===== src/hw/rtl/mhpq_pkg.sv =====
`default_nettype none

package mhpq_pkg;

  // Heap geometry.
  localparam int CAPACITY = 64;
  localparam int IDX_W    = $clog2(CAPACITY);
  localparam int CNT_W    = $clog2(CAPACITY + 1);
  localparam int CHILD_W  = IDX_W + 2;

  // Payload widths.
  localparam int WORD_W   = 32;
  localparam int ENTRY_W  = 2 * WORD_W;
  localparam int CMD_W    = 2;
  localparam int STATUS_W = 2;
  localparam int COUNT_W  = 7;

  localparam logic [WORD_W-1:0] INT_MIN   = {1'b1, {(WORD_W-1){1'b0}}};
  localparam logic [WORD_W-1:0] SIGN_FLIP = {1'b1, {(WORD_W-1){1'b0}}};

  // Command codes. Any code with bit 1 set behaves as a peek.
  localparam logic [CMD_W-1:0] CMD_INSERT  = 2'd0;
  localparam logic [CMD_W-1:0] CMD_EXTRACT = 2'd1;

  // Result status codes.
  localparam logic [STATUS_W-1:0] ST_OK    = 2'd0;
  localparam logic [STATUS_W-1:0] ST_EMPTY = 2'd1;
  localparam logic [STATUS_W-1:0] ST_FULL  = 2'd2;

  // Datapath operations issued by the controller, one per cycle.
  typedef enum logic [3:0] {
    OP_NONE,
    OP_LOAD,       // capture the new pair, hole at the first free slot
    OP_ROOT_READ,  // read the root and the last entry
    OP_TAKE_TOP,   // latch the root
    OP_TAKE_LAST,  // latch the root, pull the last entry, shrink the heap
    OP_UP_READ,    // read the parent of the hole
    OP_UP_MOVE,    // move the parent down into the hole
    OP_PUT_INC,    // write the pair into the hole and grow the heap
    OP_DN_READ,    // read both children of the hole
    OP_DN_MOVE,    // move the smaller child up into the hole
    OP_PUT         // write the pair into the hole
  } dp_op_t;

  // Kind of result loaded into the output register.
  typedef enum logic [1:0] {
    RES_INSERT,
    RES_FULL,
    RES_EMPTY,
    RES_TOP
  } res_kind_t;

  typedef struct packed {
    dp_op_t    op;
    logic      res_load;
    res_kind_t res_kind;
  } mhpq_ctrl_t;

  typedef struct packed {
    logic empty;
    logic full;
    logic pos_zero;
    logic has_left;
    logic up_swap;
    logic dn_move;
  } mhpq_stat_t;

endpackage

`default_nettype wire


===== src/hw/rtl/mhpq_controller.sv =====
`default_nettype none

module mhpq_controller
  import mhpq_pkg::*;
(
  input  wire logic             clk,
  input  wire logic             rst_n,
  input  wire logic             in_valid,
  output logic                  in_ready,
  input  wire logic [CMD_W-1:0] in_cmd,
  output logic                  out_valid,
  input  wire logic             out_ready,
  input  wire mhpq_stat_t       stat,
  output mhpq_ctrl_t            ctrl
);

  typedef enum logic [2:0] {
    S_IDLE,
    S_TAKE,
    S_UP_CHECK,
    S_UP_CMP,
    S_DN_CHECK,
    S_DN_CMP,
    S_FIN
  } state_t;

  state_t    state_r, state_nxt;
  logic      out_valid_r, out_valid_nxt;
  res_kind_t res_kind_r, res_kind_nxt;
  logic      is_peek_r, is_peek_nxt;
  logic      accept;
  logic      res_load;

  assign in_ready  = (state_r == S_IDLE);
  assign out_valid = out_valid_r;
  assign accept    = in_valid && in_ready;
  assign res_load  = (state_r == S_FIN) && (!out_valid_r || out_ready);

  // Next state and datapath command.
  always_comb begin
    state_nxt    = state_r;
    res_kind_nxt = res_kind_r;
    is_peek_nxt  = is_peek_r;
    ctrl.op      = OP_NONE;
    ctrl.res_load = res_load;
    ctrl.res_kind = res_kind_r;
    unique case (state_r)
      S_IDLE: begin
        if (accept) begin
          is_peek_nxt = (in_cmd != CMD_INSERT) && (in_cmd != CMD_EXTRACT);
          if (in_cmd == CMD_INSERT) begin
            if (stat.full) begin
              res_kind_nxt = RES_FULL;
              state_nxt    = S_FIN;
            end else begin
              res_kind_nxt = RES_INSERT;
              ctrl.op      = OP_LOAD;
              state_nxt    = S_UP_CHECK;
            end
          end else if (stat.empty) begin
            res_kind_nxt = RES_EMPTY;
            state_nxt    = S_FIN;
          end else begin
            res_kind_nxt = RES_TOP;
            ctrl.op      = OP_ROOT_READ;
            state_nxt    = S_TAKE;
          end
        end
      end
      S_TAKE: begin
        if (is_peek_r) begin
          ctrl.op   = OP_TAKE_TOP;
          state_nxt = S_FIN;
        end else begin
          ctrl.op   = OP_TAKE_LAST;
          state_nxt = S_DN_CHECK;
        end
      end
      S_UP_CHECK: begin
        if (stat.pos_zero) begin
          ctrl.op   = OP_PUT_INC;
          state_nxt = S_FIN;
        end else begin
          ctrl.op   = OP_UP_READ;
          state_nxt = S_UP_CMP;
        end
      end
      S_UP_CMP: begin
        if (stat.up_swap) begin
          ctrl.op   = OP_UP_MOVE;
          state_nxt = S_UP_CHECK;
        end else begin
          ctrl.op   = OP_PUT_INC;
          state_nxt = S_FIN;
        end
      end
      S_DN_CHECK: begin
        if (stat.has_left) begin
          ctrl.op   = OP_DN_READ;
          state_nxt = S_DN_CMP;
        end else begin
          ctrl.op   = OP_PUT;
          state_nxt = S_FIN;
        end
      end
      S_DN_CMP: begin
        if (stat.dn_move) begin
          ctrl.op   = OP_DN_MOVE;
          state_nxt = S_DN_CHECK;
        end else begin
          ctrl.op   = OP_PUT;
          state_nxt = S_FIN;
        end
      end
      S_FIN: begin
        if (res_load) begin
          state_nxt = S_IDLE;
        end
      end
      default: begin
        state_nxt = S_IDLE;
      end
    endcase
  end

  // Result beat held until the sink takes it.
  always_comb begin
    out_valid_nxt = out_valid_r;
    if (res_load) begin
      out_valid_nxt = 1'b1;
    end else if (out_ready) begin
      out_valid_nxt = 1'b0;
    end
  end

  // State and registered outputs.
  always_ff @(posedge clk) begin
    if (!rst_n) begin
      state_r     <= S_IDLE;
      out_valid_r <= 1'b0;
      res_kind_r  <= RES_INSERT;
      is_peek_r   <= 1'b0;
    end else begin
      state_r     <= state_nxt;
      out_valid_r <= out_valid_nxt;
      res_kind_r  <= res_kind_nxt;
      is_peek_r   <= is_peek_nxt;
    end
  end

endmodule

`default_nettype wire


===== config.mk =====
export PLATFORM = sky130hd
export DESIGN_NAME = mhpq_controller
export DESIGN_NICKNAME = d
export VERILOG_FILES = /design/src/hw/rtl/mhpq_pkg.sv /design/src/hw/rtl/mhpq_controller.sv
export SDC_FILE = /design/constraint.sdc
export NUM_CORES = 1
export LEC_CHECK = 0
export CORE_AREA = 4 4 41 43
export CTS_CLUSTER_SIZE = 10
export DETAILED_ROUTE_END_ITERATION = 6
export DIE_AREA = 0 0 45 47
export DONT_BUFFER_PORTS = 1
export GPL_TIMING_DRIVEN = 0
export PLACE_DENSITY = 0.5
export RECOVER_POWER = 25
export SLEW_MARGIN = 5
export SYNTH_ARGS = -nofsm -noshare
export SYNTH_HDL_FRONTEND = slang
export SYNTH_SLANG_ARGS = --single-unit

===== constraint.sdc =====
create_clock -name clk -period 3.9 [get_ports clk]
set_clock_uncertainty 0.05 [all_clocks]
set_input_delay 0.975 -clock clk [delete_from_list [all_inputs] [get_ports clk]]
set_output_delay 0.975 -clock clk [all_outputs]
set_load 0.05 [all_outputs]

==> results.txt, run 1 <==
- The flow ran to the end, but the final reports show violations.
- The checks that failed: capacitance limit, slew limit.
* Power share of the combinational group: 0.509
- The number of global-route vias before repair is 440.
* Number of diodes: 0
- Die extent in x: about 45 um
- Worst Path Class, Setup: reg -> out
* TritonCTS clock tree: built
- The number of antenna violations at the first check in global routing came to 0.
- Post-CTS timing repair inserted 0 buffers for setup.
- STA puts the critical path data arrival time at between 2 and 2.5 ns.
* Total power density per cell area: 728 nW/um^2
- In this run, the number of DRC markers left after iteration 0 of detailed routing was 4.
- Number of cells upsized or downsized after cts: 0
* Die extent in y: between 40 and 50 um
- IR analysis of the VDD net gives a maximum drop of 0.336 mV.
* DP Cell Count: 75
- Clock Power Share: 0.174
- The biggest area contributor in the post-synthesis netlist is sky130_fd_sc_hd__dfxtp_1.
* Instance count of the mapped netlist: 60
- Of the total power, the share spent switching nets is 0.541.
* Static power due to leakage: about 0.19 nW
- For this run, the leading register cell type out of synthesis is sky130_fd_sc_hd__dfxtp_1.
* Vias: 471
- Setup repair after global routing left no endpoint under its margin.
* DIE AREA: ~2100 um^2
- Yosys reg bits: 7
* Core region area: between 1000 and 1500 um^2
* Clock tree buffer depth: 2
* All-Layer GR Usage: 0.123
* Switching power total: about 210 uW
- Setup-violating endpoint count in the final report: 0
- Of all flip-flops after synthesis, the portion carrying an async set or reset was 0.
- IO buf count: 0
* Final count of pins violating max slew: 2
* Worst Setup End Kind: output port
- Leading cell type by number of instances after synthesis: sky130_fd_sc_hd__dfxtp_1
- Synth-to-layout area growth: 9.69%
* Number of H-tree levels: 1
* Number of CTS-inserted buffers: 3
- Measured against its own limit, the worst slew margin works out to -0.0213.
* Final hold vios: 0
* Largest net degree at the start of global routing: 11
* Maximum net fanout on the critical path: 5
- Final layout net count: between 70 and 80
- Internal power of the cells: between 150 and 200 uW
- Global-route wire length before repair: 1880 um
* Detailed-route DRC error count: 0
* WL final: approximately 1200 um
* Worst Setup Start Kind: flip-flop
* Initial DRT Pass Iterations: 4
- I/O pins: 21
- The initial utilization of the core area, before any placement, comes to 0.367.
* Hold buffers post-CTS: 0
* Sequential fraction of the synthesis area: 0.293
- The clock drives 7 sinks.
* DRT antenna net count: 0
- For the pin with the worst max-slew slack, the measured transition is 1.52 ns.
* Post-route cell area: between 500 and 600 um^2
* Final clock period utilization by the worst path: 0.815
- Ranked by instance count, the synthesized netlist is headed by sky130_fd_sc_hd__dfxtp_1 (7), sky130_fd_sc_hd__nor2_1 (5), sky130_fd_sc_hd__a21oi_1 (4), sky130_fd_sc_hd__inv_1 (4), sky130_fd_sc_hd__nor2b_1 (4).
* Yosys synthesis warning count: 0
- Fraction of final layout cells with drive strength greater than 1: 0.172
- Counting every net in the synthesized netlist gives 72.
* Proportion of netlist area held by the largest area contributor: 0.293
- Half-perimeter wire length after placement: approximately 950 um
- Source-to-sink clock delay at the later pin of the worst-skew pair: approximately 0.25 ns
- Across the run, the number of max-cap violations was 1.
- For this run, the top clock speed supported by timing is around 310 MHz.
* Hold Slack: about 0.5 ns
- In this run the cell area of the synthesized design comes to 478 um^2.
- After layout, the minimum clock period comes to about 3.2 ns.
- The congestion estimate from routability-driven global placement came to around 0.7.
- Once placement finished, the instance area stood at 502 um^2.
* Wire length per cell: ~15 um
- Adding up every negative setup slack in the final design gives 0 ns.
* Clock root buffer master: sky130_fd_sc_hd__clkbuf_4
- Fraction of power consumed by sequential logic: 0.317
* Detailed-route vias per instance: between 5 and 6
* Worst min-delay path class: reg -> reg
- Count of flip-flops with a built-in enable after synthesis: 0
- In this run the core area contains 13 standard-cell rows.
- By area the synthesized netlist is led by sky130_fd_sc_hd__dfxtp_1 (29%), sky130_fd_sc_hd__nor2b_1 (5.2%), sky130_fd_sc_hd__a211oi_1 (4.7%), sky130_fd_sc_hd__a21oi_1 (4.2%), sky130_fd_sc_hd__a311o_1 (4.2%).
* Core Util, Final: 0.403
* Avg Inst Size Synth: approximately 8 um^2
- Data on the critical path is required at its endpoint by 2.87 ns.
- Clock slew at reported path FFs: roughly 0.06 ns
* Library cells used by synthesis: 28
- Total grt overflow: 0
* Number of standard cells in the layout, taps in and fillers out: about 80
-- cells by family (layout without fill, tap and decap cells) --
logic type / count (synthesis) / in the layout / share of synthesized area
multiplexers: 2 / 2 / 0.0419
AO/OA/AOI/OAI: 20 / 20 / 0.301
buffers and inverters: 8 / 12 / 0.0785
AND/OR/NAND/NOR: 23 / 23 / 0.285
flip-flops: 7 / 7 / 0.293
-- metal layers --
metal	GRT usage	vias to the layer above	routed length (um)
li1	-	230	-
met3	0.0690	0	110
met2	0.209	15	575
met1	0.137	226	518
met4	0.0175	0	0
met5	0	-	0
-- registers in the layout, summed over array words and instances, names as in the netlist --
name,cells
state_r,3
res_kind_r,2
out_valid,1
is_peek_r,1
-- through the flow --
step / total power, mW / worst slack (ns)
floorplan: 0.294 / 0.900
global placement: 0.319 / 0.709
detailed placement: 0.320 / 0.691
CTS: 0.389 / 0.690
global route: 0.406 / 0.575
finish: 0.382 / 0.722
-- layout by cell type (no fill, tap or decap), types with 2 or more instances in the layout --
cell type                  synthesis  layout
sky130_fd_sc_hd__a31oi_1           2       2
sky130_fd_sc_hd__a32oi_1           2       2
sky130_fd_sc_hd__inv_1             4       4
sky130_fd_sc_hd__nor3_1            2       2
sky130_fd_sc_hd__a211oi_1          3       3
sky130_fd_sc_hd__mux2i_1           2       2
sky130_fd_sc_hd__buf_2             3       3
sky130_fd_sc_hd__a21oi_1           4       4
sky130_fd_sc_hd__dfxtp_1           7       7
sky130_fd_sc_hd__nor2b_1           4       4
sky130_fd_sc_hd__a22oi_1           2       2
sky130_fd_sc_hd__a311o_1           2       2
sky130_fd_sc_hd__nand2b_1          2       2
sky130_fd_sc_hd__o21ai_0           2       2
sky130_fd_sc_hd__clkbuf_4          0       3
sky130_fd_sc_hd__nor2_1            5       5
sky130_fd_sc_hd__nand2_1           2       2
-- final timing paths --
| kind | startpoint | to | slack, ns | cells past startpoint |
|---|---|---|---|---|
| max | state_r[2]$_SDFFE_PN0P_ | ctrl[3] | 0.72 | 3 |
| min | is_peek_r$_SDFFE_PN0P_ | is_peek_r$_SDFFE_PN0P_ | 0.50 | 2 |
| max reg2reg | state_r[2]$_SDFFE_PN0P_ | state_r[2]$_SDFFE_PN0P_ | 1.68 | 4 |
| min reg2reg | is_peek_r$_SDFFE_PN0P_ | is_peek_r$_SDFFE_PN0P_ | 0.50 | 2 |
-- area by class of cell --
type	instances	area [um^2]
buffer	4	22.5
clock buffer	3	22.5
clock inverter	1	5.00
fill	151	777
inverter	4	15.0
multi-input combinational	45	300
sequential	7	140
tap	15	18.8
-- critical path, cell delays in order (launching register included) --
cell and delay, ns:
sky130_fd_sc_hd__dfxtp_1 0.40, sky130_fd_sc_hd__nor2b_1 0.86, sky130_fd_sc_hd__a32oi_1 0.22, sky130_fd_sc_hd__nand2_1 0.41
-- power by group through the flow --
stage / logic, mW / clock network (mW) / registers (mW)
finish: 0.194 / 0.0664 / 0.121
global route: 0.208 / 0.0750 / 0.123
CTS: 0.199 / 0.0696 / 0.121
detailed placement: 0.198 / 0 / 0.122
global placement: 0.196 / 0 / 0.123
floorplan: 0.175 / 0 / 0.119
(Power assumes the default switching activity.)
==> run 2, diff against run 1 <==
- clock period: 3.9 -> 3 ns (I/O delays scaled with it)
==> run 2 against run 1 <==
Effect of this change: the run now ends clean; routed wire length barely moved; non-clock buffer count unchanged; clock power is 30% higher; combinational power increased by 33%; first-iteration DRC count increased by 100%; hold slack better by 0.0036 ns; global-route usage stayed put; count of clock-buffer cells in the layout unchanged; die area unchanged; final area grew 1.4%; sequential power up 31%; critical path type unchanged.
==> results.txt, run 2 (synthesis results as in run 1) <==
- Most common cell after layout, fill and taps aside: sky130_fd_sc_hd__dfxtp_1
- Buffers inserted to repair hold after CTS numbered 0.
- Setup repair after global routing left no endpoint under its margin.
- The clock reaches the later pin of the worst-skew pair after 0.25 ns.
- In the routed design, unresolved DRC markers number 0.
* Final clock period utilization by the worst path: 0.968
- Data arrives at the worst endpoint at between 2 and 2.5 ns.
* Flip-flop count of the largest register, all copies and words added: 3
- The initial utilization of the core area, before any placement, comes to 0.367.
- Total power density per cell area: between 900 and 1000 nW/um^2
* Worst Setup Start Kind: flip-flop
- Drt first-iter violations: 8
- The cell sitting at the root of the clock tree is a sky130_fd_sc_hd__clkbuf_4.
* Placement row count: 13
- The floorplan step defined a core boundary enclosing 1300 um^2.
- At the placement stage, the worst setup path has a slack of ~0.24 ns.
- Setup total negative slack on the finished layout was measured at 0 ns.
- Of the total power, the share spent switching nets is 0.541.
- Transition time at the pin with the least slew margin: between 1 and 1.5 ns
- The register with the most flip-flops in the final layout is state_r.
- Clock tree buffer depth: 2
- Register-to-register setup slack: between 1 and 1.5 ns
- For this run, the top clock speed supported by timing is roughly 340 MHz.
* Worst min-delay path class: reg -> reg
* Initial DRT Pass Iterations: 4
- In the layout the commonest cells are sky130_fd_sc_hd__dfxtp_1 (7), sky130_fd_sc_hd__nor2_1 (5), sky130_fd_sc_hd__inv_1 (4), sky130_fd_sc_hd__a21oi_1 (4).
- The number of global-route vias before repair was 440.
- Die extent in x: roughly 45 um
- Of the cells placed in the final design, the portion with a size suffix greater than 1 is 0.203.
* Largest net degree at the start of global routing: 11
* Maxcap violations: 0
- Final hold vios: 0
* Clock Power Share: 0.172
* DRT antenna net count: 0
* Worst Setup Slack, final: between 0.09 and 0.1 ns
- TritonCTS clock tree: built
- Reg-to-reg endpoint: state_r[2]$_SDFFE_PN0P_
- WL final: ~1200 um
* Number of diodes: 0
- DIE AREA: 2120 um^2
* Worst hold path endpoint: is_peek_r$_SDFFE_PN0P_
- Across every metal layer, demand over resource in global routing totals 0.123.
- During placement, the flow inserted port buffers numbering 0.
* Worst Setup End Kind: output port
- Total of fill cells in the finished design: 150
- Number of antenna violations at the first check in global routing: 0
- Along the worst hold path, the cell count comes to 2.
* TritonCTS sink count: 7
- Maximum net fanout on the critical path: 10
* Number of CTS-inserted buffers: 3
* Worst slew margin relative to its limit: 0.313
- Shortest clock period the worst path allows after layout: around 2.9 ns
- Global-route wire length before repair: 1880 um
* Switching power total: approximately 270 uW
- Half-perimeter wire length after placement: about 950 um
- Clock-pin slew was measured on the worst setup and hold paths at roughly 0.06 ns.
- Fraction of power consumed by sequential logic: 0.315
- Worst Hold Launch: is_peek_r$_SDFFE_PN0P_
- Internal power comes to 231 uW.
- Summed over all cells, the static leakage comes to 0.194 nW.
- Final layout net count: between 70 and 80
- The critical path in this run is classified as reg -> out.
- Wire length per cell: 15.3 um
- The die is ~47 um tall.
- Synth-to-layout area growth: 11.3%
- The worst register-to-register path has a depth of 4.
* Total grt overflow: 0
* Number of H-tree levels: 1
- Final count of pins violating max slew: 0
- The routed layout has 464 vias.
* Required time of the critical path: 2.20 ns
- Power share of the combinational group: 0.513
* Detailed-route vias per instance: around 5.9
- Run status: completed
- In this run the critical register-to-register path is launched from state_r[2]$_SDFFE_PN0P_.
- Maximum resistive drop on vdd: about 0.44 mV
- Setup-violating endpoint count in the final report: 0
* Largest registers: state_r: 3 flops, res_kind_r: 2 flops
- The congestion estimate from routability-driven global placement came to about 0.71.
- I/O pins: 21
run 2: stage by stage:
stage / util / hold WS (ns) / cell area, um^2 / instances / power, mW
finish: 0.409 / 0.503 / 532 / 79 / 0.502
global route: 0.409 / 0.533 / 532 / 79 / 0.533
CTS: 0.407 / 0.504 / 529 / 79 / 0.506
detailed placement: 0.386 / 0.492 / 502 / 75 / 0.416
global placement: 0.382 / 0.491 / 497 / 75 / 0.414
floorplan: - / 0.447 / 478 / 60 / 0.382
run 2: worst max-delay path by stage:
stage	endpoint	slack, ns	start
3_5_place_dp	ctrl[4]	0.24	in_valid
6_report	ctrl[4]	0.09	state_r[0]$_SDFFE_PN0P_
5_1_grt	ctrl[4]	0.02	state_r[0]$_SDFFE_PN0P_
3_3_place_gp	ctrl[4]	0.26	in_valid
4_1_cts	ctrl[3]	0.03	state_r[2]$_SDFFE_PN0P_
2_1_floorplan	ctrl[3]	0.44	state_r[2]$_SDFFE_PN0P_
run 2: routing by layer:
metal / routed length [um] / GRT usage / vias to the layer above
li1: - / - / 232
met1: 533 / 0.137 / 219
met2: 565 / 0.209 / 13
met3: 106 / 0.0690 / 0
met4: 0 / 0.0175 / 0
met5: 0 / 0 / -
run 2: layout make-up:
type | instances | area (um^2) | area share
multi-input combinational | 45 | 308 | 0.579
sequential | 7 | 140 | 0.264
clock buffer | 3 | 22.5 | 0.0424
buffer | 4 | 22.5 | 0.0424
tap | 15 | 18.8 | 0.0353
inverter | 4 | 15.0 | 0.0282
clock inverter | 1 | 5.00 | 0.00941
run 2: repair_timing:
action	in CTS	in global routing
endpoints found under the setup margin	0	1
buffers inserted	0	0
resized for setup	0	1
run 2: critical path, cell delays in order, from the launching register on:
cell	delay, ns
sky130_fd_sc_hd__dfxtp_1	0.42
sky130_fd_sc_hd__buf_2	0.25
sky130_fd_sc_hd__mux2i_1	0.23
sky130_fd_sc_hd__a22oi_1	0.12
sky130_fd_sc_hd__o211ai_1	0.83
run 2: power by group through the flow:
stage / clock network (mW) / logic, mW / registers [mW]
floorplan: 0 / 0.228 / 0.154
global placement: 0 / 0.255 / 0.159
detailed placement: 0 / 0.257 / 0.159
CTS: 0.0905 / 0.258 / 0.157
global route: 0.0975 / 0.275 / 0.160
finish: 0.0866 / 0.258 / 0.158
